`config.mk`:
```
export PLATFORM = sky130hd
export DESIGN_NAME = phmt_merge_unit
export DESIGN_NICKNAME = d
export VERILOG_FILES = /design/src/design/photon_hit_merge_table_defines.svh /design/src/design/phmt_pkg.sv /design/src/design/phmt_merge_unit.sv
export SDC_FILE = /design/constraint.sdc
export NUM_CORES = 1
export LEC_CHECK = 0
export ABC_AREA = 1
export BUFFER_PORTS_ARGS = -buffer_cell sky130_fd_sc_hd__clkbuf_2
export CAP_MARGIN = 20
export CORE_MARGIN = 4
export CORE_UTILIZATION = 54
export DETAILED_ROUTE_END_ITERATION = 12
export GPL_ROUTABILITY_DRIVEN = 0
export PLACE_DENSITY = 0.86
export REMOVE_ABC_BUFFERS = 1
export SETUP_SLACK_MARGIN = 0.05
export SYNTH_ARGS = -nofsm -noshare
export SYNTH_HDL_FRONTEND = slang
export SYNTH_SLANG_ARGS = --single-unit
```
`constraint.sdc`:
```
create_clock -name vclk -period 3.9
set_input_delay 0.39 -clock vclk [all_inputs]
set_output_delay 0.39 -clock vclk [all_outputs]
set_load 0.02 [all_outputs]
```
`src/design/photon_hit_merge_table_defines.svh`:
```
// Assertion macros shared by the hit merge table RTL.
// No dependencies; included by files that carry concurrent checks.
`ifndef PHOTON_HIT_MERGE_TABLE_DEFINES_SVH
`define PHOTON_HIT_MERGE_TABLE_DEFINES_SVH

// Check a property on every rising clock edge outside reset.
`define PHMT_ASSERT(lbl, clk, rst_n, prop, msg) \
    lbl: assert property (@(posedge clk) disable iff (!rst_n) (prop)) else $error(msg);

// Check an overlapping implication outside reset.
`define PHMT_ASSERT_IMP(lbl, clk, rst_n, ante, cons, msg) \
    lbl: assert property (@(posedge clk) disable iff (!rst_n) (ante) |-> (cons)) \
        else $error(msg);

// Check a next-cycle implication outside reset.
`define PHMT_ASSERT_NXT(lbl, clk, rst_n, ante, cons, msg) \
    lbl: assert property (@(posedge clk) disable iff (!rst_n) (ante) |=> (cons)) \
        else $error(msg);

`endif

```
`src/design/phmt_pkg.sv`:
```
// Types, constants and codes of the photon hit merge table.
// No dependencies; used by the interfaces, the merge unit and the top level.
`timescale 1ns / 1ps
package phmt_pkg;

    localparam int CAPACITY  = 128;
    localparam int IDX_W     = $clog2(CAPACITY);
    localparam int CNT_W     = $clog2(CAPACITY + 1);
    localparam int CFG_IDX_W = 1;
    localparam int CFG_W     = 16;

    localparam logic [7:0]  LIMIT_RESET  = 8'd100;
    localparam logic [15:0] WINDOW_RESET = 16'd100;

    localparam logic [CFG_IDX_W-1:0] CFG_LIMIT  = 1'b0;
    localparam logic [CFG_IDX_W-1:0] CFG_WINDOW = 1'b1;

    typedef enum logic [1:0] {
        FN_DETECT = 2'd0,
        FN_READ   = 2'd1,
        FN_COUNT  = 2'd2,
        FN_CLEAR  = 2'd3
    } t_func;

    typedef enum logic [3:0] {
        ST_APPENDED  = 4'd0,
        ST_INSERTED  = 4'd1,
        ST_MERGED_E  = 4'd2,
        ST_MERGED_L  = 4'd3,
        ST_DROPPED   = 4'd4,
        ST_READ      = 4'd5,
        ST_BAD_INDEX = 4'd6,
        ST_COUNTED   = 4'd7,
        ST_CLEARED   = 4'd8
    } t_status;

    typedef enum logic [3:0] {
        S_IDLE,
        S_RD_WAIT,
        S_CNT_RD,
        S_CNT_CHK,
        S_SORT_KEY_RD,
        S_SORT_KEY,
        S_SORT_CMP,
        S_SORT_PUT,
        S_SRCH_RD,
        S_SRCH_CHK,
        S_DECIDE,
        S_DECIDE2,
        S_SHIFT_RD,
        S_SHIFT_WR,
        S_INS_PUT,
        S_DONE
    } t_state;

    typedef struct packed {
        logic [31:0] hit_time;
        logic [3:0]  row;
        logic [3:0]  col;
        logic [15:0] count;
        logic [31:0] energy;
    } t_rec;

    localparam int REC_W = $bits(t_rec);

    typedef struct packed {
        logic [1:0]  func;
        logic [31:0] hit_time;
        logic [3:0]  hit_row;
        logic [3:0]  hit_col;
        logic [15:0] hit_count;
        logic [31:0] hit_energy;
        logic [6:0]  read_index;
    } t_in_beat;

    typedef struct packed {
        logic [3:0]  status;
        logic [7:0]  total_entries;
        logic [7:0]  anode_hits;
        logic [31:0] entry_time;
        logic [3:0]  entry_row;
        logic [3:0]  entry_col;
        logic [15:0] entry_count;
        logic [31:0] entry_energy;
    } t_out_beat;

endpackage

```
`src/design/phmt_merge_unit.sv`:
```
// Shared merge unit: window compare, anode match, saturating accumulate.
// Depends on phmt_pkg.
`timescale 1ns / 1ps
module phmt_merge_unit (
    input  phmt_pkg::t_rec i_base,
    input  phmt_pkg::t_rec i_hit,
    input  logic           i_later,
    input  logic [15:0]    i_window,
    output phmt_pkg::t_rec o_merged,
    output logic           o_match
);
    import phmt_pkg::*;

    logic [31:0] diff;
    logic [16:0] cnt_sum;
    logic [32:0] eng_sum;

    // later: base follows the hit in time, else base precedes it
    assign diff    = i_later ? (i_base.hit_time - i_hit.hit_time)
                             : (i_hit.hit_time - i_base.hit_time);
    assign o_match = (diff < {16'd0, i_window}) && (i_base.row == i_hit.row)
                     && (i_base.col == i_hit.col);

    assign cnt_sum = {1'b0, i_base.count} + {1'b0, i_hit.count};
    assign eng_sum = {1'b0, i_base.energy} + {1'b0, i_hit.energy};

    always_comb begin
        o_merged          = i_base;
        o_merged.hit_time = i_later ? i_hit.hit_time : i_base.hit_time;
        o_merged.count    = cnt_sum[16] ? 16'hFFFF : cnt_sum[15:0];
        o_merged.energy   = eng_sum[32] ? 32'hFFFF_FFFF : eng_sum[31:0];
    end
endmodule

```
==> flow_summary.yaml, run 1 <==
sta:
  grt_setup_unrepaired: "yes"
  maxClockFrequency_mhz: 266
  hold-worst-slack_ps: 1050
  maxSlewViolCount: 0
  timing.final.hold_violations: 0
  worst_slew_pin_slew_ps: 662
  final_period_minus_worst_setup_slack_ps: 3760
  timing.final.crit_share_pct: 96.5
  finalSetupViolations: 0
  timing.slew.headroom_pct: 55.3
finish:
  fillCellCount: 1269
  area.sequential_um2: 0
  clockBufferCount: 0
  syn2layout_area_growth_pct: 27.1
  nNetsFinal: 2110
  flops_and_latches: 0
  finish.instance_area_um2: 10000
  non_filler_cells_in_the_finished_layout: 1966
  drive_gt1_share_pct: 24.2
  antenna-diode-count: 0
logic_synthesis:
  postSynthAreaPerCell_um2: 5.25
  synthDistinctLibCells: 54
  synth_top_area_share_pct: 26.2
  part_of_the_yosys_area_used_for_sequential_elements_pct: 0
  synth_largest_area_cell: "nand2_1"
  netlist_instances: 1505
  synthesis.area_um2: 7900
  synth_area_leaders: "nand2_1, ha_1, inv_1"
  number_of_synthesis_warnings: 0
die:
  die_y_um: 129
  dieWidth_um: 129
  boundaryPins: 282
  floorplan.rows: 43
  floorplan.initialDensity_pct: 56.1
  die_area_um2: 16600
  core_area_um2: 14100
route:
  drt_drc_violations_left: 0
  avgViaCountPerCell: 5.54
  route.final.wire_length_um: 29100
  drt_pre_antenna_iters: 6
  wl_per_cell_um: 14.8
  detailedRoute.firstIterationViolations: 1254
  vias: 10900
  antenna_violation_net_count_after_detailed_routing: 0
pwr:
  static-leakage-power_nw: 6.07
  total_power_w: 0.00180
  power.ir.vdd_worst_uv: 77.0
  power_density_nw_per_um2: 179
setup_path:
  crit_slowest_cell: "ha_1"
  startpoint: "i_base[65]"
  worstPathRequired_ps: 3510
  crit_path_start_kind: "primary input"
  kind_of_critical_path: "primary input to output pin"
  worst_path_largest_cell_delay_ps: 350
  cp_data_arrival_time_ps: 3370
  critPathCaptureType: "output pin"
  path_max_fanout: 4
  cp_common_cell: "nor2_1"
global_route:
  grt-busiest-layer: "met2"
  globalRouteOverflowTotal: 0
  grt_antenna_before_repair: 0
  grt_max_degree: 92
  gr-usage-met3_pct: 2.24
  first_global_vias: 9883
  met2_usage_pct: 56.8
  global_route_wire_length_before_repair_um: 43900
  grt_util_met1_pct: 38.7
  groute.usage.overall_pct: 31.1
placement:
  port_buffers: 282
  half_perimeter_wire_length_after_placement_um: 24100
  numPlacedInstances: 1955
  postPlaceCellArea_um2: 9510
hold_path:
  hp-class: "primary input to output pin"
  holdCritStartpoint: "i_base[54]"
cts:
  post_cts_hold_buffer_count: 0
flow_run:
  cap_violations: 0
outcome:
  status: "finished, final reports clean"
## worst paths after layout
check	endpoint	slack, ps	cells after the start
max	o_match	140	25
min	o_merged[54]	1050	2
## cells by family (layout without fill, tap and decap cells)
logic type / after synthesis / count (layout) / share of synthesized area [%]
AOI/OAI and AO/OA: 229 / 229 / 16.6
muxes: 1 / 1 / 0.127
and+or+nand+nor: 804 / 804 / 42.1
adders and majority gates: 129 / 129 / 20.8
xor gates and xnor gates: 51 / 51 / 5.65
buffers and inverters: 291 / 572 / 14.7
## stage by stage
stage	util (%)	setup WS (ps)	TNS [ps]
floorplan	-	504	0
global placement	67.4	104	0
detailed placement	67.4	-7.78	-7.78
CTS	67.5	50.3	0
global route	71.3	-81.1	-81.1
finish	71.3	136	0
## critical path: cells and delay by family
kind                       cells  cell delay [ps]
adders and majority gates      2              630
xor gates and xnor gates       1              140
and+or+nand+nor               15             1470
AOI/OAI and AO/OA              2              290
buffers and inverters          5              450
## cell type report
type	instances	area [um2]	share of cell area, %
multi-input cells	1214	7140	71.1
repair buffers	311	1690	16.8
well taps	180	225	2.24
inverters	261	992	9.88
## where the power goes
| group | total (W) | internal (W) | switching [W] |
|---|---|---|---|
| Sequential | 0 | 0 | 0 |
| Clock | 0 | 0 | 0 |
| Combinational | 0.00180 | 0.000668 | 0.00113 |
## synthesized netlist by cell type (9+ instances only)
master / n
ha_1: 125
nand4_1: 14
buf_2: 9
buf_4: 9
nand3_1: 70
a21oi_1: 104
o21ai_0: 77
xor2_1: 24
xnor2_1: 27
nand2_1: 551
a21o_1: 9
nor2_1: 114
inv_1: 255
## metal layers
layer / vias to the layer above / share of wire, %
li1: 5299 / -
met1: 4730 / 38
met2: 707 / 47
met3: 149 / 10
met4: 0 / 4.9
met5: - / 0
## placed cells by master (no fill, tap or decap), types with 5 or more instances in the layout
| cell | n |
|---|---|
| o21ai_0 | 76 |
| a21oi_1 | 97 |
| o21a_1 | 5 |
| buf_6 | 5 |
| clkbuf_2 | 277 |
| nand4_1 | 14 |
| inv_1 | 246 |
| ha_1 | 111 |
| nand2_4 | 6 |
| ha_4 | 14 |
| xor2_1 | 24 |
| nor2_2 | 11 |
| nand2_2 | 19 |
| nand3_2 | 15 |
| inv_4 | 5 |
| nand2_1 | 531 |
| or2_2 | 8 |
| buf_4 | 26 |
| o21bai_1 | 8 |
| nand3b_1 | 8 |
| nor3_1 | 6 |
| a21oi_2 | 9 |
| nand3_1 | 61 |
| nor2_1 | 109 |
| a21o_1 | 9 |
| xnor2_1 | 25 |
| inv_2 | 10 |
## what timing repair did
item	in CTS	in global routing
gates resized for setup	4	112
hold endpoints to repair	0	0
buffers inserted	0	11
pin swaps	0	31
setup endpoints to repair	1	1
gates cloned	0	0
Note: power is estimated with default switching activity, not from simulation.
==> run 2, diff against run 1 <==
--- a/config.mk
+++ b/config.mk
@@ -6,13 +6,13 @@
 export NUM_CORES = 1
 export LEC_CHECK = 0
 export ABC_AREA = 1
-export BUFFER_PORTS_ARGS = -buffer_cell sky130_fd_sc_hd__clkbuf_2
 export CAP_MARGIN = 20
-export CORE_MARGIN = 4
-export CORE_UTILIZATION = 54
+export CORE_MARGIN = 2
+export CORE_UTILIZATION = 69
 export DETAILED_ROUTE_END_ITERATION = 12
+export DONT_BUFFER_PORTS = 1
 export GPL_ROUTABILITY_DRIVEN = 0
-export PLACE_DENSITY = 0.86
+export PLACE_DENSITY = 0.85
 export REMOVE_ABC_BUFFERS = 1
 export SETUP_SLACK_MARGIN = 0.05
 export SYNTH_ARGS = -nofsm -noshare
==> flow_summary.yaml, run 2 (synthesis results as in run 1) <==
outcome:
  status: "finished, final reports clean"
setup_path:
  cp_data_arrival_time_ps: 3240
  path_max_fanout: 5
  startpoint: "i_base[63]"
  worstPathRequired_ps: 3510
  crit_path_start_kind: "primary input"
  critPathCaptureType: "output pin"
  kind_of_critical_path: "primary input to output pin"
route:
  detailedRoute.firstIterationViolations: 1081
  vias: 9406
  avgViaCountPerCell: 5.78
  drt_drc_violations_left: 0
  antenna_violation_net_count_after_detailed_routing: 0
  wl_per_cell_um: 14.5
  drt_pre_antenna_iters: 6
  route.final.wire_length_um: 23500
pwr:
  power_density_nw_per_um2: 175
  power.ir.vdd_worst_uv: 163
  static-leakage-power_nw: 4.70
die:
  boundaryPins: 282
  floorplan.initialDensity_pct: 69.8
  dieWidth_um: 111
  core_area_um2: 11300
  die_area_um2: 12300
  die_y_um: 111
  floorplan.rows: 39
hold_path:
  holdCritStartpoint: "i_base[50]"
  hp-class: "primary input to output pin"
sta:
  hold-worst-slack_ps: 780
  grt_setup_unrepaired: "no"
  final_period_minus_worst_setup_slack_ps: 3630
  maxClockFrequency_mhz: 275
  timing.final.crit_share_pct: 93.2
  finalSetupViolations: 0
  timing.final.hold_violations: 0
  fin_ws_ps: 267
  timing.slew.headroom_pct: 31.1
  finalSetupTns_ps: 0
  worst_slew_pin_slew_ps: 1030
  maxSlewViolCount: 0
finish:
  clockBufferCount: 0
  mostFrequentLayoutCells: "nand2_1, inv_1, nor2_1, ha_1, a21oi_1"
  area.sequential_um2: 0
  flops_and_latches: 0
  commonest_non_fill_non_tap_cell_in_the_layout: "nand2_1"
  finish.instance_area_um2: 8130
  antenna-diode-count: 0
  syn2layout_area_growth_pct: 2.80
  drive_gt1_share_pct: 5.80
  nNetsFinal: 1808
global_route:
  globalRouteOverflowTotal: 0
  grt_max_degree: 93
  first_global_vias: 8715
  grt_antenna_before_repair: 0
  global_route_wire_length_before_repair_um: 38600
  groute.usage.overall_pct: 36.1
placement:
  detailedPlace.worstSlack_ps: 78.3
  postPlaceCellArea_um2: 7970
  port_buffers: 0
  half_perimeter_wire_length_after_placement_um: 20200
cts:
  post_cts_hold_buffer_count: 0
  cts_post_setup_buffers_inserted: 0
flow_run:
  cap_violations: 0
run 2: cell count changes in the layout (fill, tap and decap cells not counted), sizes merged:
cell,change
buf,-25
clkbuf,-277
run 2: area by class of cell:
cell class,count,area (um2)
multi-input combinational,1214,6900
tap,143,179
fill,1097,3200
inverter,261,980
timing repair buffer,9,67.6
run 2: per-layer routing:
layer  routed length, um  up-vias  share of wire (%)  global-route usage, %
met4                1160        0                4.9                   14.2
li1                    -     4684                  -                      -
met3                2030      103                8.6                   2.95
met1                9390     4102                 40                   45.0
met5                   0        -                  0                      0
met2               11000      517                 47                   64.4
run 2: final timing paths:
kind	endpoint	slack (ps)	cells past startpoint
worst max-delay path	o_match	270	22
worst min-delay path	o_merged[50]	780	0
run 2: metrics by stage:
| step | instances | utilization, % | total power, W |
|---|---|---|---|
| 5_1_grt | 1627 | 71.8 | 0.00158 |
| 2_1_floorplan | 1475 | - | 0.00110 |
| 6_report | 1627 | 71.8 | 0.00142 |
| 3_3_place_gp | 1627 | 70.4 | 0.00134 |
| 3_5_place_dp | 1627 | 70.4 | 0.00136 |
| 4_1_cts | 1627 | 70.4 | 0.00137 |
run 2: worst max-delay path: stages:
cell and delay [ps]:
inv_1 50, ha_2 300, nand2_1 90, nand2_1 100, a21oi_2 220, nor2_1 80
nor2_1 140, nand3_1 100, o21ai_2 110, xnor2_1 150, ha_1 260, and3_1 200
a21oi_1 140, nand2_1 70, nor2_1 90, nand2_1 60, nor2_1 100, nand3_1 80
nor2_1 100, nand3_1 100, nor2_1 130, buf_4 160
run 2: timing repair:
action                     in CTS  in global routing
resized for setup               0                 32
setup endpoints to repair       0                  1
hold endpoints to repair        0                  0
run 2: report_power, final:
| part | leakage [nW] | total [W] | switching, W | internal, W |
|---|---|---|---|---|
| Clock | 0 | 0 | 0 | 0 |
| Sequential | 0 | 0 | 0 | 0 |
| Combinational | 4.70 | 0.00142 | 0.000954 | 0.000468 |
| Total | 4.70 | 0.00142 | 0.000954 | 0.000468 |
