`src/design/photon_hit_merge_table_defines.svh`:
```
// Assertion macros shared by the hit merge table RTL.
// No dependencies; included by files that carry concurrent checks.
`ifndef PHOTON_HIT_MERGE_TABLE_DEFINES_SVH
`define PHOTON_HIT_MERGE_TABLE_DEFINES_SVH

// Check a property on every rising clock edge outside reset.
`define PHMT_ASSERT(lbl, clk, rst_n, prop, msg) \
    lbl: assert property (@(posedge clk) disable iff (!rst_n) (prop)) else $error(msg);

// Check an overlapping implication outside reset.
`define PHMT_ASSERT_IMP(lbl, clk, rst_n, ante, cons, msg) \
    lbl: assert property (@(posedge clk) disable iff (!rst_n) (ante) |-> (cons)) \
        else $error(msg);

// Check a next-cycle implication outside reset.
`define PHMT_ASSERT_NXT(lbl, clk, rst_n, ante, cons, msg) \
    lbl: assert property (@(posedge clk) disable iff (!rst_n) (ante) |=> (cons)) \
        else $error(msg);

`endif

```
`src/design/phmt_ram.sv`:
```
// Generic simple dual-port RAM: one write port, one registered read port.
// No dependencies.
`timescale 1ns / 1ps
module phmt_ram #(
    parameter int WIDTH = 8,
    parameter int DEPTH = 16
) (
    input  logic                     i_clk,
    input  logic                     i_we,
    input  logic [$clog2(DEPTH)-1:0] i_waddr,
    input  logic [WIDTH-1:0]         i_wdata,
    input  logic [$clog2(DEPTH)-1:0] i_raddr,
    output logic [WIDTH-1:0]         o_rdata
);
    logic [WIDTH-1:0] r_mem [DEPTH];

    always_ff @(posedge i_clk) begin
        if (i_we) begin
            r_mem[i_waddr] <= i_wdata;
        end
        o_rdata <= r_mem[i_raddr];
    end
endmodule

```
`config.mk`:
```
export PLATFORM = sky130hd
export DESIGN_NAME = phmt_ram
export DESIGN_NICKNAME = d
export VERILOG_FILES = /design/src/design/photon_hit_merge_table_defines.svh /design/src/design/phmt_ram.sv
export SDC_FILE = /design/constraint.sdc
export NUM_CORES = 1
export LEC_CHECK = 0
export BUFFER_PORTS_ARGS = -buffer_cell sky130_fd_sc_hd__buf_2
export CORE_MARGIN = 2
export CORE_UTILIZATION = 31
export CTS_BUF_LIST = sky130_fd_sc_hd__clkbuf_8 sky130_fd_sc_hd__clkbuf_16
export DETAILED_ROUTE_END_ITERATION = 6
export PLACE_DENSITY = 0.5
export SLEW_MARGIN = 10
export SYNTH_ARGS = -nofsm -noshare
export SYNTH_HDL_FRONTEND = slang
export SYNTH_SLANG_ARGS = --single-unit
```
`constraint.sdc`:
```
create_clock -name i_clk -period 1.5 [get_ports i_clk]
set_input_delay 0.15 -clock i_clk [delete_from_list [all_inputs] [get_ports i_clk]]
set_output_delay 0.15 -clock i_clk [all_outputs]
set_load 0.02 [all_outputs]
```
==> results.sh, run 1 <==
export IMPL_h_tree_depth=4
export IMPL_min_path_type="input port to flip-flop"
export IMPL_cp_num_buf_inv=0
export IMPL_start_util_pct=31.37
export IMPL_route_detailed_drc=0
export IMPL_track_usage_pct=13.04
export IMPL_yosysUniqueCellTypes=19
export IMPL_setup_viol=0
export IMPL_endpoint_kind="flip-flop"
export IMPL_grt_overflow=0
export IMPL_syn_avg_cell_area_um2=22.48
export IMPL_outcome="finished, final reports clean"
export IMPL_cts_resized=0
export IMPL_multiInputGateArea_mm2=0.001062
export IMPL_fin_total_pwr_mw=8.542
export IMPL_die_width_um=132.9
export IMPL_cpLargestDelayFamily="multiplexers"
export IMPL_wl_met1_um=4934
export IMPL_synth_nets=247
export IMPL_wirelength_um=10630
export IMPL_syn_inst=229
export IMPL_cp_arrival_ns=1.68
export IMPL_core_mm2=0.01641
export IMPL_max_freq_mhz=715.4
export IMPL_p_leak_nw=2.164
export IMPL_highest_layer="met4"
export IMPL_cts_setup_buffers=0
export IMPL_rows=47
export IMPL_cp_slowest_cell="mux4_1"
export IMPL_regArea_mm2=0.004004
export IMPL_skew_ns=0.005805
export IMPL_die_h_um=132.9
export IMPL_layout_common_cells="edfxtp_1, buf_4, buf_2, mux4_2, clkbuf_16"
export IMPL_syn_cell_area_mm2=0.005147
export IMPL_yosys_area_top_type="edfxtp_1"
export IMPL_num_antenna_cells=0
export IMPL_path_max_fanout=1
export IMPL_ios=26
export IMPL_initialDrtViolationCount=165
export IMPL_report_final_hold_viol_count=0
export IMPL_drv_cap=0
export IMPL_worstMarginPinSlew_ns=0.9074
export IMPL_ys_seq_area_share_pct=77.78
export IMPL_viasPerCell=4.596
export IMPL_vias=2413
export IMPL_cts_hold_buffers=0
export IMPL_clk_latency_ns=0.40
export IMPL_dp_hpwl_um=6916
export IMPL_firstDrtPassIters=5
export IMPL_synth_area_top_cells="edfxtp_1, mux4_2, mux4_1"
export IMPL_critPathKind="flip-flop to flip-flop"
export IMPL_crit_chain="mux4_1, a22oi_1, nand2_1"
export IMPL_grt_pass1_vias=2645
export IMPL_cts_tree="built"
export IMPL_cts_max_path_buffers=2
export IMPL_start_kind="flip-flop"
export IMPL_slew_viol_final=0
export IMPL_max_stage_delay_ns=0.50
export IMPL_cp_required_ns=1.78
export IMPL_wl_per_cell_um=20.26
export IMPL_grt_pass1_wl_um=16180
export IMPL_final_common_cell="edfxtp_1"
export IMPL_grt_max_degree=20
export IMPL_final_layout_size_suffix_gt1_share_pct=32.46
export IMPL_rsz0062_at_grt="no"
export IMPL_ant_nets=0
export IMPL_ys_warn_count=0
export IMPL_netlist_area_leader_share_pct=74.67
export IMPL_cts_sinks=136
export IMPL_min_period_over_period_pct=93.19
export IMPL_wl_met3_um=520
export IMPL_ctsRootBufferMaster="clkbuf_16"
export IMPL_area_delta_synth_final_pct=22.05
export IMPL_cts_buffers=17
export IMPL_clk_pin_slew_ns=0.05
export IMPL_port_buffer_count=25
export IMPL_dieArea_mm2=0.01765
export IMPL_gp_congestion=0.6950
export IMPL_tns_ns=0
export IMPL_fillerInstances=1489
export IMPL_power_density_mw_per_mm2=1360
export IMPL_max_slew_margin_pct=39.38
export IMPL_fin_crit_ns=1.398
export IMPL_ys_seq_elements=136
export IMPL_ir_drop_uv=753.8
export IMPL_antenna_found_initial=0
export IMPL_final_nets=310
export IMPL_met2_length_um=5083
-- final cells by class --
class | count | area share [%]
Tap cell | 220 | 4.382
Sequential cell | 136 | 63.73
Multi-Input combinational cell | 83 | 16.91
Clock inverter | 10 | 1.056
Clock buffer | 22 | 7.867
Timing Repair Buffer | 54 | 6.055
-- cell usage after synthesis --
master           instances
nor3_1                   4
and2b_1                  1
a22oi_1                 16
buf_2                    3
nor2b_1                  1
mux4_1                  14
edfxtp_1               128
nand3_1                  1
clkdlybuf4s25_2          3
nor2_1                  13
mux4_2                  18
dfxtp_1                  8
buf_6                    3
nand2_1                  9
or3b_2                   1
nand3b_1                 2
buf_4                    1
and2_1                   1
nand2b_1                 2
-- final timing paths --
check,from,to,slack (ns),cells after the start
max,r_mem[1][1],o_rdata[1],0.10,3
min,i_wdata[0],r_mem[4][0],0.13,1
min reg2reg,r_mem[14][1],o_rdata[1],0.67,3
max reg2reg,r_mem[1][1],o_rdata[1],0.10,3
-- registers in the layout (all words and copies together) (netlist names) --
name	flops
r_mem	128
o_rdata	8
-- power breakdown --
group          switching [mW]  total [mW]  internal [mW]  leakage, nW
registers              0.0236        4.28           4.25         1.22
clock network            1.37        3.82           2.45        0.305
logic                   0.258       0.448          0.190        0.635
-- metrics by stage --
| stage | utilization, % | setup slack (ns) | std cells | area (um2) | hold slack (ns) |
|---|---|---|---|---|---|
| after CTS | 38.29 | 0.1031 | 525 | 6282 | 0.1168 |
| after global routing | 38.29 | 0.03072 | 525 | 6282 | 0.1315 |
| after floorplan | - | 0.08385 | 229 | 5152 | 0.2489 |
| final | 38.29 | 0.1021 | 525 | 6282 | 0.1292 |
| after global placement | 34.87 | -0.1528 | 493 | 5722 | 0.5463 |
| after detailed placement | 34.87 | -0.1733 | 493 | 5722 | 0.5521 |
-- layer usage --
layer | global-route usage, % | vias up
met2 | 20.21 | 66
met4 | 4.301 | 0
met1 | 17.51 | 1238
li1 | - | 1099
met3 | 4.176 | 10
met5 | 0 | -
-- cell families (layout without fill, tap and decap cells) --
group	after synthesis	count (layout)	share of synthesized area, %
multiplexers	32	32	15.02
buffers and inverters	10	86	1.677
flip-flops	136	136	77.78
AO/OA/AOI/OAI	16	16	2.334
AND/OR/NAND/NOR	35	35	3.184
Note: power is estimated with default switching activity, not from simulation.
==> run 2: changes to the inputs <==
Settings changed: CORE_UTILIZATION 31 to 54, PLACE_DENSITY 0.5 to 0.76.
==> run 2 against run 1 <==
Net effect: global-route usage up 7.5 points; sequential share of layout area up 0.69 points; largest cell class unchanged; combinational power down 3%; worst hold slack worse by 0.12 ns; critical endpoint is now o_rdata[3]; die area down 41%; power up 4.9%; critical path depth unchanged; maximum frequency up 0.72%; count of clock-buffer cells in the layout down 5.
==> results.sh, run 2 (synthesis results as in run 1) <==
export IMPL_outcome="finished, final reports clean"
export IMPL_layout_common_cells="edfxtp_1, buf_2, mux4_2, buf_4"
export IMPL_min_path_type="input port to flip-flop"
export IMPL_clk_latency_ns=0.52
export IMPL_regMostFlops="r_mem"
export IMPL_rsz0062_at_grt="no"
export IMPL_final_cell_area_mm2=0.006215
export IMPL_fillerInstances=573
export IMPL_start_util_pct=55.71
export IMPL_p_switching_mw=1.825
export IMPL_report_final_hold_viol_count=0
export IMPL_skew_ns=0.007781
export IMPL_cp_required_ns=1.90
export IMPL_track_usage_pct=20.50
export IMPL_final_instance_count_excl_fill=431
export IMPL_fin_crit_ns=1.388
export IMPL_final_layout_size_suffix_gt1_share_pct=32.12
export IMPL_p_clk_share_pct=47.5
export IMPL_h_tree_depth=4
export IMPL_place_inst=394
export IMPL_reg_top3="r_mem x128, o_rdata x8"
export IMPL_viasPerCell=5.777
export IMPL_gp_congestion=0.7635
export IMPL_route_detailed_drc=0
export IMPL_vias=2490
export IMPL_rows=35
export IMPL_p_int_mw=7.138
export IMPL_largest_reg_flops=128
export IMPL_num_antenna_cells=0
export IMPL_cp_arrival_ns=1.78
export IMPL_critPathKind="flip-flop to flip-flop"
export IMPL_die_width_um=101.6
export IMPL_wl_per_cell_um=22.34
export IMPL_worstMarginPinSlew_ns=0.7526
export IMPL_grt_pass1_wl_um=14420
export IMPL_ant_nets=0
export IMPL_grt_pass1_vias=2467
export IMPL_max_freq_mhz=720.5
export IMPL_cts_setup_buffers=0
export IMPL_cts_hold_buffers=5
export IMPL_min_period_over_period_pct=92.52
export IMPL_final_nets=307
export IMPL_dieArea_mm2=0.01033
export IMPL_power_density_mw_per_mm2=1442
export IMPL_dp_hpwl_um=5922
export IMPL_sw_frac_of_total_pct=20.36
export IMPL_max_slew_margin_pct=49.72
export IMPL_firstDrtPassIters=5
export IMPL_seqPwrFrac_pct=47.7
export IMPL_p_leak_nw=2.133
export IMPL_grt_max_degree=33
export IMPL_cts_sinks=136
export IMPL_ios=26
export IMPL_clk_pin_slew_ns=0.06
export IMPL_pwr_share_comb_pct=4.9
export IMPL_cts_tree="built"
export IMPL_cp_slowest_cell="mux4_1"
export IMPL_die_h_um=101.6
export IMPL_setup_viol=0
export IMPL_final_common_cell="edfxtp_1"
export IMPL_cts_resized=0
export IMPL_path_max_fanout=1
export IMPL_core_mm2=0.009240
export IMPL_worst_slack_ns=0.1122
export IMPL_initialDrtViolationCount=190
export IMPL_cts_buffers=17
export IMPL_cts_max_path_buffers=2
export IMPL_crit_chain="mux4_1, a22oi_1, nand2_1"
export IMPL_start_kind="flip-flop"
export IMPL_drv_cap=0
export IMPL_grt_overflow=0
export IMPL_slew_viol_final=0
export IMPL_dpl_cell_area_mm2=0.005548
export IMPL_area_delta_synth_final_pct=20.73
export IMPL_wirelength_um=9629
export IMPL_max_stage_delay_ns=0.50
export IMPL_port_buffer_count=25
export IMPL_ir_drop_uv=795.9
export IMPL_ctsRootBufferMaster="clkbuf_8"
export IMPL_dpl_worst_slack_ns=-0.08539
export IMPL_endpoint_kind="flip-flop"
export IMPL_antenna_found_initial=0
run 2: cell count changes in the layout (fill, tap and decap cells not counted), sizes merged, moves of 3 or more:
| cell | change |
|---|---|
| clkbuf | -5 |
| clkinvlp | +4 |
| dlygate4sd3 | +5 |
| buf | -8 |
| inv | -4 |
| bufinv | +3 |
run 2: layout make-up:
| cell class | instances | area [um2] | area share (%) |
|---|---|---|---|
| repair buffers | 51 | 370.4 | 5.959 |
| clock inverters | 15 | 202.7 | 3.262 |
| flip-flops and latches | 136 | 4004 | 64.43 |
| multi-input cells | 83 | 1062 | 17.09 |
| clock buffers | 17 | 414.1 | 6.664 |
| well taps | 129 | 161.4 | 2.597 |
run 2: path summary, 6_finish.rpt:
path,from,slack [ns],depth (start not counted),end
setup / recovery,r_mem[9][3],0.11,3,o_rdata[3]
hold reg to reg,r_mem[12][0],0.66,3,o_rdata[0]
setup reg to reg,r_mem[9][3],0.11,3,o_rdata[3]
hold / removal,i_wdata[7],0.01,1,r_mem[5][7]
run 2: power groups by stage:
stage | sequential, mW | clock, mW | combinational, mW
3_3_place_gp | 4.35 | 0 | 0.413
2_1_floorplan | 4.38 | 0 | 0.216
4_1_cts | 4.28 | 4.31 | 0.439
5_1_grt | 4.28 | 4.45 | 0.469
6_report | 4.27 | 4.25 | 0.435
3_5_place_dp | 4.35 | 0 | 0.424
run 2: per-stage QoR:
step	hold slack (ns)	total power [mW]	TNS, ns	utilization (%)
after floorplan	0.2489	4.593	0	-
after global placement	0.5217	4.760	-0.07528	60.04
after detailed placement	0.5464	4.778	-0.2129	60.04
after CTS	0.0007764	9.027	0	67.26
after global routing	0.005715	9.200	0	67.26
final	0.009858	8.962	0	67.26
run 2: worst max-delay path: cells and delay by family (launching register included):
kind	cells	cell delay, ns
mux	1	0.50
simple gates	1	0.10
flops	1	0.36
compound gates	1	0.31
run 2: routing by layer:
layer | share of wire [%] | global-route usage (%) | vias up
met1 | 43 | 28.08 | 1293
met5 | 0 | 0 | -
met4 | 0.89 | 7.484 | 0
li1 | - | - | 1098
met2 | 50 | 31.33 | 91
met3 | 6.3 | 6.694 | 8
==> run 3: changes to the inputs <==
Settings changed: SETUP_SLACK_MARGIN set to 0.3.
==> run 3 against run 2 <==
Net effect: clock power is essentially flat; register-to-register slack better by 0.08 ns; die area unchanged; wire length increased by 3.9%; largest cell class unchanged; largest power group unchanged.
==> results.sh, run 3 (synthesis results as in run 1) <==
export IMPL_setup_viol=0
export IMPL_h_tree_depth=4
export IMPL_port_buffer_count=25
export IMPL_grt_max_degree=33
export IMPL_num_antenna_cells=0
export IMPL_p_switching_mw=1.788
export IMPL_skew_ns=0.009802
export IMPL_p_int_mw=7.237
export IMPL_cp_required_ns=1.90
export IMPL_regMostFlops="r_mem"
export IMPL_track_usage_pct=22.30
export IMPL_rsz0062_at_grt="yes"
export IMPL_reg_top3="r_mem x128, o_rdata x8"
export IMPL_final_layout_size_suffix_gt1_share_pct=41.33
export IMPL_final_cell_area_mm2=0.006285
export IMPL_place_inst=395
export IMPL_dpl_cell_area_mm2=0.005595
export IMPL_dpl_worst_slack_ns=-0.02035
export IMPL_report_final_hold_viol_count=0
export IMPL_worstMarginPinSlew_ns=0.9479
export IMPL_p_clk_share_pct=47.3
export IMPL_crit_chain="mux4_2, a22oi_2, nand2_1"
export IMPL_ant_nets=0
export IMPL_dieArea_mm2=0.01033
export IMPL_r2r_setup_slack_ns=0.19
export IMPL_die_width_um=101.6
export IMPL_initialDrtViolationCount=217
export IMPL_worst_slack_ns=0.1927
export IMPL_slew_viol_final=0
export IMPL_start_kind="flip-flop"
export IMPL_fin_crit_ns=1.307
export IMPL_final_instance_count_excl_fill=429
export IMPL_gp_congestion=0.7319
export IMPL_min_to="r_mem[12][1]"
export IMPL_fin_total_pwr_mw=9.024
export IMPL_cts_sinks=136
export IMPL_cts_setup_buffers=0
export IMPL_viasPerCell=5.718
export IMPL_cts_buffers=17
export IMPL_endpoint_kind="flip-flop"
export IMPL_clk_pin_slew_ns=0.06
export IMPL_outcome="finished, final reports clean"
export IMPL_seqPwrFrac_pct=47.5
export IMPL_drv_cap=0
export IMPL_r2r_start="r_mem[2][2]"
export IMPL_power_density_mw_per_mm2=1436
export IMPL_worstHoldPathCells=1
export IMPL_p_leak_nw=2.115
export IMPL_grt_pass1_wl_um=15640
export IMPL_ir_drop_uv=851.6
export IMPL_die_h_um=101.6
export IMPL_hold_ws_ns=0.01316
export IMPL_final_nets=305
export IMPL_firstDrtPassIters=4
export IMPL_wirelength_um=10000
export IMPL_antenna_found_initial=0
export IMPL_min_path_type="input port to flip-flop"
export IMPL_tns_ns=0
export IMPL_dp_hpwl_um=5648
export IMPL_layout_common_cells="edfxtp_1, mux4_2, buf_2, buf_4, clkbuf_16"
export IMPL_largest_reg_flops=128
export IMPL_ios=26
export IMPL_sw_frac_of_total_pct=19.81
export IMPL_route_detailed_drc=0
export IMPL_core_mm2=0.009240
export IMPL_wl_per_cell_um=23.31
export IMPL_cts_tree="built"
export IMPL_ctsRootBufferMaster="clkbuf_8"
export IMPL_post_route_util_pct=68.02
export IMPL_min_period_over_period_pct=87.15
export IMPL_cp_slowest_cell="mux4_2"
export IMPL_ff2ff_path_depth=3
export IMPL_rows=35
export IMPL_cts_max_path_buffers=2
export IMPL_max_slew_margin_pct=36.68
export IMPL_final_common_cell="edfxtp_1"
export IMPL_fillerInstances=556
export IMPL_pwr_share_comb_pct=5.2
export IMPL_path_max_fanout=1
export IMPL_clk_latency_ns=0.52
export IMPL_cp_arrival_ns=1.71
export IMPL_reg2reg_to="o_rdata[2]"
export IMPL_grt_pass1_vias=2634
export IMPL_critPathKind="flip-flop to flip-flop"
export IMPL_vias=2453
export IMPL_max_stage_delay_ns=0.50
export IMPL_max_freq_mhz=764.9
export IMPL_grt_overflow=0
export IMPL_start_util_pct=55.71
export IMPL_hp_start="i_wdata[1]"
export IMPL_area_delta_synth_final_pct=22.10
==> run 3: worst max-delay path by stage <==
stage / start / end / slack [ns] / cells past startpoint
3_5_place_dp: i_raddr[0] / o_rdata[2] / -0.02 / 5
2_1_floorplan: i_waddr[2] / r_mem[0][0] / 0.25 / 2
5_1_grt: r_mem[0][2] / o_rdata[2] / 0.14 / 3
6_report: r_mem[2][2] / o_rdata[2] / 0.19 / 3
4_1_cts: r_mem[0][2] / o_rdata[2] / 0.19 / 3
3_3_place_gp: i_raddr[0] / o_rdata[5] / -0.02 / 5
==> run 3: cell type report <==
class,count,area [um2],share of cell area (%)
timing repair buffer,49,411.6,6.550
clock inverter,13,178.9,2.847
clock buffer,19,441.7,7.028
sequential,136,4005,63.73
tap,129,161.4,2.568
multi-input combinational,83,1086,17.28
==> run 3: metal layers <==
layer	track usage (%)	vias to the layer above	share of wire (%)
met3	7.591	13	7.5
met1	29.10	1253	39
met4	9.563	0	2.0
met5	0	-	0
met2	34.67	109	51
li1	-	1078	-
==> run 3: critical path, delay by kind of cell (launching register included) <==
family	cells	cell delay [ns]
compound gates	1	0.22
flops	1	0.39
mux	1	0.50
simple gates	1	0.09
==> run 3: what timing repair did <==
item	4_1_cts	5_1_grt
hold buffers	2	0
pin swaps	2	2
endpoints found under the setup margin	9	11
hold endpoints to repair	13	0
resized for setup	7	8
==> run 3: power groups by stage <==
stage | Combinational (mW) | Sequential [mW] | Clock, mW
2_1_floorplan | 0.238 | 4.38 | 0
3_3_place_gp | 0.432 | 4.35 | 0
3_5_place_dp | 0.439 | 4.35 | 0
4_1_cts | 0.463 | 4.28 | 4.32
5_1_grt | 0.510 | 4.29 | 4.47
6_report | 0.469 | 4.28 | 4.27
